--- config.mk ---
export PLATFORM = sky130hd
export DESIGN_NAME = base32_lowercase_encoder
export DESIGN_NICKNAME = d
export VERILOG_FILES = /design/src/hw/rtl/b32le_pkg.sv /design/src/hw/rtl/b32le_split.sv /design/src/hw/rtl/base32_lowercase_encoder.sv
export SDC_FILE = /design/constraint.sdc
export NUM_CORES = 1
export LEC_CHECK = 0
export BUFFER_PORTS_ARGS = -buffer_cell sky130_fd_sc_hd__buf_2
export CAP_MARGIN = 25
export CORE_ASPECT_RATIO = 0.7
export CORE_MARGIN = 2
export CORE_UTILIZATION = 35
export DETAILED_ROUTE_END_ITERATION = 12
export PLACE_DENSITY = 0.53
export SLEW_MARGIN = 20
export SYNTH_ARGS = -nofsm -noshare
export SYNTH_HDL_FRONTEND = slang
export SYNTH_SLANG_ARGS = --single-unit
--- constraint.sdc ---
create_clock -name clock -period 7.6 [get_ports clock]
set_input_delay 0 -clock clock [delete_from_list [all_inputs] [get_ports clock]]
set_output_delay 0 -clock clock [all_outputs]
set_load 0.01 [all_outputs]
--- src/hw/rtl/b32le_pkg.sv ---
// types, constants and the symbol alphabet of the base32 encoder
package b32le_pkg;

   localparam int unsigned SYM_W   = 5;
   localparam int unsigned LIMIT_W = 16;

   localparam logic [LIMIT_W-1:0] LIMIT_RESET = 16'd4096;

   // register index decoded from the byte address
   localparam logic REG_OUTPUT_LIMIT = 1'b0;

   localparam logic [6:0]       CHAR_A    = 7'd97;
   localparam logic [6:0]       CHAR_TWO  = 7'd50;
   localparam logic [SYM_W-1:0] ALPHA_LEN = 5'd26;

   typedef struct packed {
      logic [7:0] byte_in;
      logic       final_byte;
   } req_type;

   typedef struct packed {
      logic [6:0] symbol;
      logic       end_of_run;
   } rsp_type;

   // symbols cut from one byte plus the leftover bits for the next byte
   typedef struct packed {
      logic [2:0][SYM_W-1:0] syms;
      logic [1:0]            count;
      logic [3:0]            left_bits;
      logic [2:0]            left_count;
   } grp_type;

   function automatic logic [6:0] to_ascii(input logic [SYM_W-1:0] v);
      logic [6:0] r;
      if (v < ALPHA_LEN) begin
         r = CHAR_A + {2'b00, v};
      end else begin
         r = CHAR_TWO + {2'b00, v - ALPHA_LEN};
      end
      return r;
   endfunction

endpackage

--- src/hw/rtl/b32le_split.sv ---
// cuts one byte plus leftover bits into up to three 5-bit symbols
module b32le_split (
   input  logic [3:0]         pend_bits,
   input  logic [2:0]         pend_cnt,
   input  b32le_pkg::req_type req,
   output b32le_pkg::grp_type grp
);

   logic [2:0]  n;
   logic [11:0] wide;
   logic [11:0] aligned;
   logic [14:0] padded;
   logic [3:0]  total;
   logic [1:0]  full;
   logic [2:0]  rem;
   logic [4:0]  rem_mask;

   always_comb begin
      n = (pend_cnt > 3'd4) ? 3'd4 : pend_cnt;
      wide = {pend_bits, req.byte_in};
      // left-align the n+8 live bits; stale bits above them fall off the top
      aligned = wide << (3'd4 - n);
      padded = {aligned, 3'b000};
      total = {1'b0, n} + 4'd8;
      full = (total < 4'd10) ? 2'd1 : 2'd2;
      rem = (total < 4'd10) ? 3'(total - 4'd5) : 3'(total - 4'd10);
      rem_mask = (5'd1 << rem) - 5'd1;

      grp.syms[0] = padded[14:10];
      grp.syms[1] = padded[9:5];
      grp.syms[2] = padded[4:0];
      // zero-padded tail symbol on the final byte
      grp.count = (req.final_byte && rem != 3'd0) ? full + 2'd1 : full;
      if (req.final_byte) begin
         grp.left_bits = 4'd0;
         grp.left_count = 3'd0;
      end else begin
         grp.left_bits = wide[3:0] & rem_mask[3:0];
         grp.left_count = rem;
      end
   end

endmodule

--- src/hw/rtl/base32_lowercase_encoder.sv ---
// base32 lowercase encoder top level: byte intake, symbol drain, limit register
// path: a transferred byte's symbol group is registered, then each symbol passes through the output register
// throughput: one symbol per cycle at the output register while rsp_stall does not hold it;
// a byte yields 1 to 3 symbols, one drain step each, dropped ones included
// reset: synchronous, clears pending bits, counts and valids; limit returns to 4096
module base32_lowercase_encoder (
   input  logic               clock,
   input  logic               reset,
   // byte input channel
   input  logic               req_valid,
   output logic               req_stall,
   input  b32le_pkg::req_type req_data,
   // symbol output channel
   output logic               rsp_valid,
   input  logic               rsp_stall,
   output b32le_pkg::rsp_type rsp_data,
   // register port
   input  logic               csr_psel,
   input  logic               csr_penable,
   input  logic               csr_pwrite,
   input  logic [2:0]         csr_paddr,
   input  logic [31:0]        csr_pwdata,
   output logic [31:0]        csr_prdata,
   output logic               csr_pready
);

   // leftover message bits, updated at each byte transfer
   logic [3:0] pend_bits_ff, pend_bits_in;
   logic [2:0] pend_cnt_ff,  pend_cnt_in;

   // symbol group of the byte being drained
   b32le_pkg::grp_type grp_ff, grp_in;
   b32le_pkg::grp_type grp_new;
   logic               grp_valid_ff, grp_valid_in;
   logic               grp_fin_ff,   grp_fin_in;
   logic [1:0]         idx_ff,       idx_in;

   // symbols emitted so far in this message, and the limit register
   logic [b32le_pkg::LIMIT_W-1:0] emit_cnt_ff, emit_cnt_in;
   logic [b32le_pkg::LIMIT_W-1:0] limit_ff,    limit_in;
   logic [b32le_pkg::LIMIT_W-1:0] emit_next;

   // output register
   logic               rsp_valid_ff, rsp_valid_in;
   b32le_pkg::rsp_type rsp_data_ff,  rsp_data_in;

   logic req_fire;
   logic out_free;
   logic at_limit;
   logic is_last;
   logic step;
   logic emit;
   logic grp_done;
   logic csr_wr;
   logic [b32le_pkg::SYM_W-1:0] cur_sym;

   b32le_split u_split (
      .pend_bits (pend_bits_ff),
      .pend_cnt  (pend_cnt_ff),
      .req       (req_data),
      .grp       (grp_new)
   );

   // drain control: one symbol of the group per step, dropped ones need no output slot
   always_comb begin
      cur_sym = grp_ff.syms[idx_ff];
      at_limit = emit_cnt_ff >= limit_ff;
      is_last = idx_ff == (grp_ff.count - 2'd1);
      out_free = !rsp_valid_ff || !rsp_stall;
      step = grp_valid_ff && (at_limit || out_free);
      emit = step && !at_limit;
      grp_done = step && is_last;
      emit_next = emit_cnt_ff + 16'd1;
   end

   // a new byte enters in the same cycle the previous group's last symbol moves on
   assign req_stall = grp_valid_ff && !grp_done;
   assign req_fire = req_valid && !req_stall;

   assign csr_wr = csr_psel && csr_penable && csr_pwrite;

   always_comb begin
      pend_bits_in = pend_bits_ff;
      pend_cnt_in = pend_cnt_ff;
      grp_in = grp_ff;
      grp_valid_in = grp_valid_ff;
      grp_fin_in = grp_fin_ff;
      idx_in = idx_ff;
      emit_cnt_in = emit_cnt_ff;
      limit_in = limit_ff;
      rsp_valid_in = rsp_valid_ff;
      rsp_data_in = rsp_data_ff;

      if (req_fire) begin
         pend_bits_in = grp_new.left_bits;
         pend_cnt_in = grp_new.left_count;
         grp_in = grp_new;
         grp_fin_in = req_data.final_byte;
         grp_valid_in = 1'b1;
         idx_in = 2'd0;
      end else if (grp_done) begin
         grp_valid_in = 1'b0;
      end else if (step) begin
         idx_in = idx_ff + 2'd1;
      end

      // message end clears the count whether or not its last symbol was dropped
      if (grp_done && grp_fin_ff) begin
         emit_cnt_in = '0;
      end else if (emit) begin
         emit_cnt_in = emit_next;
      end

      if (emit) begin
         rsp_valid_in = 1'b1;
         rsp_data_in.symbol = b32le_pkg::to_ascii(cur_sym);
         rsp_data_in.end_of_run = (grp_fin_ff && is_last) || (emit_next == limit_ff);
      end else if (out_free) begin
         rsp_valid_in = 1'b0;
      end

      if (csr_wr && csr_paddr[2] == b32le_pkg::REG_OUTPUT_LIMIT) begin
         limit_in = csr_pwdata[15:0];
      end
   end

   always_ff @(posedge clock) begin
      if (reset) begin
         pend_bits_ff <= '0;
         pend_cnt_ff <= '0;
         grp_valid_ff <= 1'b0;
         idx_ff <= '0;
         emit_cnt_ff <= '0;
         limit_ff <= b32le_pkg::LIMIT_RESET;
         rsp_valid_ff <= 1'b0;
      end else begin
         pend_bits_ff <= pend_bits_in;
         pend_cnt_ff <= pend_cnt_in;
         grp_valid_ff <= grp_valid_in;
         idx_ff <= idx_in;
         emit_cnt_ff <= emit_cnt_in;
         limit_ff <= limit_in;
         rsp_valid_ff <= rsp_valid_in;
      end
   end

   // payload registers, no reset
   always_ff @(posedge clock) begin
      grp_ff <= grp_in;
      grp_fin_ff <= grp_fin_in;
      rsp_data_ff <= rsp_data_in;
   end

   assign rsp_valid = rsp_valid_ff;
   assign rsp_data = rsp_data_ff;

   // register readback, zero-wait transfers
   assign csr_prdata = (csr_paddr[2] == b32le_pkg::REG_OUTPUT_LIMIT) ?
                       {16'd0, limit_ff} : 32'd0;
   assign csr_pready = 1'b1;

endmodule

* Word level (Yosys, flattened, before mapping) *
Cells that the tools add are included.

operators by class
  equality and inequality tests = 2
  bitwise operators = 3
  reductions and logical operators = 25
  shift-type cells = 2
  $add $sub $neg = 12
  $lt $le $gt $ge = 5
  multiplexer cells = 13

operator list
  kind                     number
  $add A16 B1 Y16 const B  1
  $eq A16 B16 Y1           1
  $ge A16 B16 Y1           1
  $mux W16                 1
  $mux W7                  2
  $shl A12 B3 Y12          1
  $logic_and A1 B1 Y1      11
  $bmux W5 S2              1
  $add A6 B5 Y7 const A    1
  $add A6 B6 Y7 const A    1
  $mux W3                  2
  $logic_not A1 Y1         5
  $lt A5 B5 Y1 const B     1
  $mux W5                  1
  $sub A5 B5 Y5 const B    1
  $add A2 B1 Y2 const B    2
  $add A3 B4 Y4 const B    1
  $and A4 B4 Y4            1
  $lt A4 B4 Y1 const B     1
  $mux W1                  4
  $mux W2                  2
  $reduce_bool A2 Y1       2
  $reduce_or A2 Y1         2
  $shl A1 B3 Y4 const A    1
  other kinds (12)         15

word-level totals
  output and inout port bits = 43
  input bits = 51
  word-level logic and storage cells = 76
  register bits = 66

* Logic depth before layout (Yosys ltp) *
Gate-level depths: netlist of the first run.

  word-level depth = 10
  depth in mapped cells = 10
  gate-level depth less buffers = 8

* Modules after synthesis *
A second synthesis of the first run with hierarchy kept.

unflattened totals
  cells, all modules = 528
  area, all modules = 4792.1 sq um

modules (own cells, without submodules)
  module                    cells an instance  sequential area each (sq um)  area an instance (sq um)  instances
  base32_lowercase_encoder  448                1641.6                        4050.1                    1
  b32le_split               80                 0.0                           742.0                     1

* Least setup slack after synthesis of the first run *
OpenSTA, ideal clock, no wires.

  path type = register to register
  from = reg limit_ff[1] (netlist bit)
  to = reg grp_ff[10] (netlist bit), enable pin
  data required time = 7.285 ns
  arrival time = 2.100 ns
  cell stages (with the launch flop) = 9
  library setup time = 0.315 ns
  path buffers = 0
  period minus slack after synthesis = 2.416 ns
  slack = 5.184 ns
  cells stage by stage = dfxtp_1 -> inv_1 -> ha_1 -> nor2b_1 -> o211a_1 -> o311ai_4 -> nand4b_2 -> o21ai_2 -> inv_1

on the way
  cells in the longest elaborated chain, start to end = 8

RTL lines
  item                    RTL line                         RTL
  start, declared         base32_lowercase_encoder.sv:40   logic [b32le_pkg::LIMIT_W-1:0] limit_ff, limit_in;
  start signal, assigned  base32_lowercase_encoder.sv:134  limit_ff <= b32le_pkg::LIMIT_RESET;
  start signal, assigned  base32_lowercase_encoder.sv:142  limit_ff <= limit_in;
  $ge A16 B16 Y1          base32_lowercase_encoder.sv:67   at_limit = emit_cnt_ff >= limit_ff;
  $logic_or A1 B1 Y1      base32_lowercase_encoder.sv:70   step = grp_valid_ff && (at_limit || out_free);
  $logic_and A1 B1 Y1     base32_lowercase_encoder.sv:70
  $logic_and A1 B1 Y1     base32_lowercase_encoder.sv:72   grp_done = step && is_last;
  $logic_not A1 Y1        base32_lowercase_encoder.sv:77   assign req_stall = grp_valid_ff && !grp_done;
  $logic_and A1 B1 Y1     base32_lowercase_encoder.sv:77
  $logic_not A1 Y1        base32_lowercase_encoder.sv:78   assign req_fire = req_valid && !req_stall;
  $logic_and A1 B1 Y1     base32_lowercase_encoder.sv:78
  end signal, assigned    base32_lowercase_encoder.sv:149  grp_ff <= grp_in;
  end, declared           base32_lowercase_encoder.sv:32   b32le_pkg::grp_type grp_ff, grp_in;

No other way between the ends.
A chain may end at the register's enable or synchronous reset.

* Worst setup path after layout of the first run *
  from = reg limit_ff[1] (netlist bit)
  to = reg grp_ff[9] (netlist bit), enable pin

Same word-level chain as after synthesis.

==> key figures, run 1 <==
Pwr
  – Power per Cell Area: between 150 and 200 nW/µm²
  – Portion of total power attributed to combinational logic: 19.2%
  – Power spent charging and discharging nets: 0.277 mW
  – Internal power contribution: roughly 0.73 mW
  – Static Leak: about 2.1 nW
  – Flop pwr share: 40.9%
  – Clock Power Share: 39.8%
  – VDD IR max: 99.0 µV
  – Overall power of the completed layout: approximately 1 mW
  – Switching share of power: 27.6%

Floorplan
  – Overall die height: 97.9 µm
  – Site Rows: 34
  – DIE AREA: between 10,000 and 15,000 µm²
  – Initial cell density of the core: 35.7%
  – Std-Cell Core Area: between 10,000 and 15,000 µm²
  – Die W: between 100 and 150 µm
  – Number of top-level design ports: 94

Run status
  – Result of the run: complete, no violations

Drt
  – Average routed wire per standard cell: ~15 µm
  – Via density per instance: roughly 5.0
  – Detailed-route DRC error count: 0
  – Final wirelength: 11,100 µm
  – First-pass iteration count of the detailed router: 4
  – Number of vias in the routed layout: about 3,800
  – Number of nets with antenna violations after routing: 0
  – Initial DRC Count: roughly 300

Synthesis
  – Post-synth top flop: dfxtp_1
  – FF+latch count, synth: between 60 and 70
  – Syn Area/Cell: 8.29 µm²
  – Number of enable-type register cells in the synthesized netlist: 23
  – Synth Cell Area: 4410 µm²
  – Instance count of the mapped netlist: 532
  – Seq/Total Area, Yosys: 35.2%
  – Synth cell types: 58
  – Synth Warn #: 0
  – Share of flip-flops with an asynchronous set or reset: 0%

Critical path
  – Critical path class: reg -> reg
  – Reg2Reg Setup Slack: 4.76 ns
  – Number of cell instances on the worst register-to-register path: 8
  – Largest stage delay on the critical path: around 0.42 ns
  – Req. time, crit path: approximately 7.6 ns
  – Terminus of the critical flop-to-flop path: grp_ff[9]
  – CP max FO: 15
  – Crit path max-delay cell type: o21ai_2
  – WP data arrival: around 2.8 ns
  – Most repeated library cell on the critical path: inv_1
  – Worst Setup Start Kind: register
  – Critical Path, Cell by Cell: inv_1 -> ha_1 -> nor2b_1 -> o211a_1 -> o311ai_4 -> nand4b_2 -> o21ai_2 -> inv_1
  – Source of the worst register-to-register timing path: limit_ff[1]
  – Startpoint of the worst setup timing path: limit_ff[1]
  – Endpoint type of the worst setup path: register

STA
  – Final setup fails: 0
  – Portion of the clock cycle consumed by the worst path in the final layout: between 30% and 40%
  – Worst clock skew on the final layout: 0.00725 ns
  – Final max-slew violation count: 0
  – Post-Route Setup TNS: 0 ns
  – Highest clock rate: between 300 and 400 MHz
  – Final worst hold slack: 0.0566 ns
  – Final critical delay including setup and external delays: around 2.8 ns
  – Unrepaired setup endpoints after global routing: no
  – Worst slew margin: between 40% and 50%
  – Hold Violations, Final: 0
  – Slew @ Worst Pin: 0.788 ns

Clocking
  – Clock latency of the later-clocked register in the worst-skew pair: around 0.33 ns
  – Maximum buffer depth of the clock tree: 2
  – Worst-path clk slew: 0.05 ns
  – Clock tree root driver cell: clkbuf_16
  – Clock sinks: between 60 and 70
  – CTS tree: done
  – Setup bufs post-CTS: 0
  – Inserted Clock Buffers: 9
  – H-tree levels: 3

Place
  – Cell area after placement: between 4000 and 5000 µm²
  – Placed cell count: between 700 and 800
  – IO Port Bufs: between 50 and 60
  – Last weighted congestion value of the routability-driven placer: slightly below 0.9
  – Detailed Place HPWL: between 8000 and 9000 µm

Finish
  – NumNets Final: 665
  – Final cell area excluding filler cells: between 5000 and 6000 µm²
  – Leading cell types in the layout, fill and taps excluded: 75 x nand2_1, 58 x buf_2, 50 x a21oi_1
  – Most frequent standard cell in the layout excluding fill and tap cells: nand2_1
  – Total inserted antenna cells: 0
  – Share of layout cells above drive strength 1: 13.3%
  – Post-synthesis to final-layout area growth: 17.8%
  – Final cell count without fillers: 758
  – Total of fill cells in the finished design: between 1,000 and 1,500

GRT
  – Number of global-route vias before repair: ~3,600
  – Grt ovf: 0
  – Number of antenna violations at the first check in global routing: 0
  – GRT Util Overall: around 17%
  – Maximum number of pins on one net before global-route repair: 33
  – Global-route wire length before repair: 18,500 µm

Worst hold path
  – Beginning of the worst hold path: req_data[2]
  – Number of cells traversed by the worst hold path: 4
  – HP Class: in -> reg
  – Worst-case hold path end point: pend_bits_ff[1]

Run
  – Number of violations of the max-capacitance limit: 0
==> sequential cells by signal, summed over array words and instances (netlist names) <==
register      cells
emit_cnt_ff      16
limit_ff         16
grp_ff           14
rsp_data          8
pend_bits_ff      4
pend_cnt_ff       3
idx_ff            2
grp_fin_ff        1
grp_valid_ff      1
rsp_valid         1
==> worst max-delay path: cells and delay by family, from the launching register on <==
family	cells	cell delay, ns
compound gates	3	1.01
fa+ha+maj	1	0.29
buf+inv	2	0.46
flops	1	0.35
simple gates	2	0.38
==> per-layer routing <==
layer | global-route usage [%] | wire (µm) | vias to the layer above
met5 | 0 | 0 | -
met4 | 3.61 | 93 | 0
met3 | 3.87 | 539 | 9
met2 | 24.1 | 4450 | 87
met1 | 25.9 | 6050 | 1748
li1 | - | - | 1963
==> Yosys cell counts (7+ instances only) <==
| library cell | instances | area [µm²] |
|---|---|---|
| clkbuf_1 | 19 | 71.3 |
| xnor2_1 | 12 | 105 |
| ha_1 | 23 | 288 |
| or3_1 | 16 | 100 |
| buf_2 | 7 | 35.0 |
| mux2i_1 | 25 | 250 |
| nor2_1 | 41 | 154 |
| a21oi_1 | 50 | 250 |
| edfxtp_1 | 23 | 691 |
| dfxtp_1 | 43 | 861 |
| nor2b_1 | 7 | 43.8 |
| o31ai_1 | 8 | 60.1 |
| inv_1 | 29 | 109 |
| nand4_1 | 9 | 56.3 |
| buf_4 | 17 | 128 |
| nand2b_1 | 9 | 56.3 |
| nand3_1 | 14 | 70.1 |
| nand2_1 | 75 | 282 |
| o21ai_0 | 22 | 110 |
| xor2_1 | 11 | 96.3 |
==> what timing repair did <==
action | 4_1_cts | 5_1_grt
hold buffers | 21 | 0
hold endpoints to repair | 21 | 0
gates resized for setup | 0 | 0
==> through the flow <==
| stage | setup WS (ns) | utilization [%] |
|---|---|---|
| after floorplan | 5.18 | - |
| after global placement | 4.83 | 38.1 |
| after detailed placement | 4.80 | 38.1 |
| after CTS | 4.77 | 42.1 |
| after global routing | 4.59 | 42.1 |
| final | 4.76 | 42.1 |
==> power groups by stage <==
| stage | sequential [mW] | clock (mW) | combinational, mW |
|---|---|---|---|
| 2_1_floorplan | 0.417 | 0 | 0.142 |
| 3_3_place_gp | 0.418 | 0 | 0.182 |
| 3_5_place_dp | 0.418 | 0 | 0.185 |
| 4_1_cts | 0.411 | 0.409 | 0.194 |
| 5_1_grt | 0.414 | 0.421 | 0.221 |
| 6_report | 0.411 | 0.400 | 0.193 |
==> area by class of cell <==
class	count	area [µm²]	share of cell area, %
multi-input combinational	406	2550	49.1
sequential	66	1550	29.9
timing repair buffer	79	500	9.64
clock buffer	12	236	4.55
tap	162	203	3.90
inverter	29	109	2.10
clock inverter	4	42.5	0.819
==> cell families after synthesis <==
| logic type | count (synthesis) | share of synthesized area [%] |
|---|---|---|
| DFF | 66 | 35.2 |
| other | 2 | 0.170 |
| xor gates and xnor gates | 23 | 4.57 |
| adders and majority gates | 24 | 6.76 |
| AOI/OAI and AO/OA | 107 | 14.8 |
| muxes | 28 | 6.44 |
| and+or+nand+nor | 207 | 23.9 |
| buffers and inverters | 75 | 8.20 |
==> worst max path at each step <==
stage / to / slack, ns / depth (start not counted)
3_5_place_dp: grp_ff[18] / 4.80 / 8
5_1_grt: grp_ff[14] / 4.59 / 8
2_1_floorplan: grp_ff[10] / 5.18 / 8
3_3_place_gp: grp_ff[14] / 4.83 / 8
4_1_cts: grp_ff[9] / 4.77 / 8
6_report: grp_ff[9] / 4.76 / 8
(Power assumes the default switching activity.)
==> run 2: changes to the inputs <==
Settings changed: ABC_AREA from default to 1, PLACE_DENSITY 0.53 to 0.55.
Clock period 7.6 ns to 2.4 ns, I/O delays scaled along.
==> run 2 against run 1 <==
  * Cell count up 12%
  * Highest routed layer unchanged
  * Global-route usage down 1.1 points
  * Synthesized area down 1.4%
  * Sequential cell count unchanged
  * Setup slack worse by 4.6 ns
  * Clock-buffer cell count unchanged
  * Total power rose to 3.3 times the previous value
  * Maximum frequency up 25%
  * Worst hold slack worse by 0.038 ns
  * Critical path depth up 4
  * Sequential share of layout area down 0.55 points
  * Non-clock buffer count up 10
==> key figures, run 2 <==
Critical path
  – WP data arrival: approximately 2.5 ns
  – CP max FO: 4
  – Worst Setup Start Kind: register
  – Largest stage delay on the critical path: ~0.54 ns
  – Critical path class: reg -> reg
  – Source of the worst register-to-register timing path: limit_ff[13]
  – Crit path max-delay cell type: dlygate4sd3_1
  – Critical Path, Cell by Cell: inv_1 -> ha_1 -> nand2_1 -> inv_1 -> nor2_1 -> o21ai_0 -> a21oi_2 -> nand3_4 -> nand3_4 -> nand2_4 -> a21oi_2 -> dlygate4sd3_1
  – Endpoint type of the worst setup path: register
  – Number of cell instances on the worst register-to-register path: 12
  – Buffer and inverter count on the worst path: 3
  – Gate family responsible for the most delay along the worst path: buffers and inverters
  – Req. time, crit path: roughly 2.7 ns
  – Terminus of the critical flop-to-flop path: grp_valid_ff
  – Reg2Reg Setup Slack: 0.13 ns

Clocking
  – H-tree levels: 3
  – Inserted Clock Buffers: 9
  – Maximum buffer depth of the clock tree: 2
  – Worst-path clk slew: around 0.06 ns
  – Clock latency of the later-clocked register in the worst-skew pair: 0.32 ns
  – CTS tree: done
  – Clock sinks: 66
  – Clock tree root driver cell: clkbuf_16

Worst hold path
  – Beginning of the worst hold path: req_valid
  – Number of cells traversed by the worst hold path: 4
  – Worst-case hold path end point: pend_bits_ff[1]
  – HP Class: in -> reg

STA
  – Post-Route Setup TNS: 0 ns
  – Slew @ Worst Pin: ~0.64 ns
  – Highest clock rate: approximately 440 MHz
  – Worst clock skew on the final layout: 0.00750 ns
  – Final max-slew violation count: 0
  – Hold Violations, Final: 0
  – Final setup fails: 0
  – Portion of the clock cycle consumed by the worst path in the final layout: between 90% and 100%
  – Worst slew margin: 57.1%
  – Final critical delay including setup and external delays: 2.27 ns
  – Final worst hold slack: between 0.015 and 0.02 ns

Drt
  – Final wirelength: roughly 10,000 µm
  – Average routed wire per standard cell: around 12 µm
  – Initial DRC Count: 233
  – Detailed-route DRC error count: 0
  – Number of vias in the routed layout: ~3,800
  – Number of nets with antenna violations after routing: 0
  – First-pass iteration count of the detailed router: 5
  – Via density per instance: about 4.5

Synthesis
  – Synth cell types: 41
  – Synth Warn #: 0
  – Most common cell in the netlist: nand2_1
  – Instance count of the mapped netlist: 599
  – Post-synth top flop: dfxtp_1
  – FF+latch count, synth: 66
  – Synth Cell Area: roughly 4300 µm²
  – Most area-consuming cells after synthesis: dfxtp_1 20%, edfxtp_1 16%, nand2_1 11%
  – Share of flip-flops with an asynchronous set or reset: 0%
  – Synth area leader: dfxtp_1
  – Synth top area share: 19.8%
  – Syn Area/Cell: 7.26 µm²
  – Number of enable-type register cells in the synthesized netlist: 23
  – Seq/Total Area, Yosys: between 30% and 40%
  – Most frequent cells after synthesis: 127 x nand2_1, 94 x nor2_1, 66 x inv_1, 43 x dfxtp_1, 35 x o21ai_0

Finish
  – Final cell area excluding filler cells: around 5300 µm²
  – Total of fill cells in the finished design: roughly 1,200
  – Final cell count without fillers: roughly 850
  – NumNets Final: around 750
  – Total inserted antenna cells: 0
  – Share of layout cells above drive strength 1: between 15 and 20%
  – Leading cell types in the layout, fill and taps excluded: 125 x nand2_1, 93 x nor2_1, 64 x inv_1
  – Top flop regs: emit_cnt_ff: 16 flops, limit_ff: 16 flops, grp_ff: 14 flops
  – Most frequent standard cell in the layout excluding fill and tap cells: nand2_1
  – Post-synthesis to final-layout area growth: 22.3%

Pwr
  – VDD IR max: between 300 and 400 µV
  – Overall power of the completed layout: between 3 and 4 mW
  – Static Leak: 2.47 nW
  – Power per Cell Area: 616 nW/µm²

Place
  – Placed cell count: slightly above 800
  – IO Port Bufs: 58
  – Last weighted congestion value of the routability-driven placer: about 0.88
  – Cell area after placement: 4770 µm²
  – Detailed Place HPWL: between 7000 and 8000 µm

GRT
  – GRT Util Overall: 15.9%
  – Maximum number of pins on one net before global-route repair: 28
  – Global-route wire length before repair: 16,700 µm
  – Number of global-route vias before repair: 3,394
  – Number of antenna violations at the first check in global routing: 0
  – Grt ovf: 0

Floorplan
  – Site Rows: 34
  – Overall die height: roughly 97 µm
  – DIE AREA: 13,300 µm²
  – Std-Cell Core Area: 12,300 µm²
  – Initial cell density of the core: 35.5%
  – Die W: roughly 140 µm
  – Number of top-level design ports: 94

Run
  – Number of violations of the max-capacitance limit: 0

Run status
  – Result of the run: complete, no violations
==> run 2: cell types whose count changed after synthesis, sizes merged, moves of 9 or more <==
cell	change
nand2	+58
inv	+41
nand3	+18
mux2i	-19
nand2b	-9
a21oi	-16
o21ai	+16
nor2	+58
or3	-16
==> run 2: stage by stage <==
step / utilization, % / setup WS [ns]
detailed placement: 38.9 / 0.297
floorplan: - / 0.236
CTS: 43.0 / 0.0239
finish: 43.4 / 0.134
global placement: 38.9 / 0.323
global route: 43.4 / -0.0114
==> run 2: report_power, final <==
part | switching (mW) | internal [mW]
clock | 0.474 | 0.788
combinational | 0.427 | 0.271
sequential | 0.0405 | 1.27
==> run 2: what timing repair did <==
item | 4_1_cts | 5_1_grt
resized for setup | 0 | 14
hold endpoints to repair | 21 | 0
hold buffers | 21 | 0
setup endpoints to repair | 0 | 1
buffers inserted | 0 | 1
==> run 2: final cells by class <==
type	instances	area (µm²)	area share, %
multi-input cells	442	2400	45.1
clock buffers	12	268	5.04
repair buffers	89	601	11.3
flip-flops and latches	66	1560	29.3
well taps	162	203	3.81
clock inverters	4	22.5	0.424
inverters	71	267	5.01
==> run 2: kinds of logic (layout without fill, tap and decap cells) <==
| logic type | count (synthesis) | after routing | synth area share [%] |
|---|---|---|---|
| simple gates | 286 | 286 | 27.8 |
| buf+inv | 106 | 176 | 11.3 |
| compound gates | 81 | 81 | 10.2 |
| flops | 66 | 66 | 35.7 |
| xor+xnor | 28 | 28 | 6.59 |
| fa+ha+maj | 23 | 23 | 6.62 |
| mux | 7 | 7 | 1.64 |
| other cells | 2 | 17 | 0.173 |
==> run 2: layer usage <==
layer,GRT usage (%),share of wire (%),up-vias,routed length [µm]
met5,0,0,-,0
met4,4.52,0.69,0,71
met1,24.5,54,1705,5540
li1,-,-,2038,-
met2,21.5,40,93,4160
met3,3.81,5.5,4,569
==> run 2: worst max path at each step <==
stage               slack [ns]             end  cells past startpoint           start
finish                    0.13    grp_valid_ff                     12    limit_ff[13]
global route             -0.01    grp_valid_ff                     12    limit_ff[13]
CTS                       0.02    grp_valid_ff                     12    limit_ff[13]
detailed placement        0.30       idx_ff[1]                     11  emit_cnt_ff[5]
global placement          0.32  emit_cnt_ff[2]                     13  emit_cnt_ff[5]
floorplan                 0.24      grp_ff[10]                     12  emit_cnt_ff[0]
==> run 2: tightest hold or removal path: cells and delay by family <==
family                 cells  cell delay [ns]
buffers and inverters      1             0.13
and+or+nand+nor            3             0.17
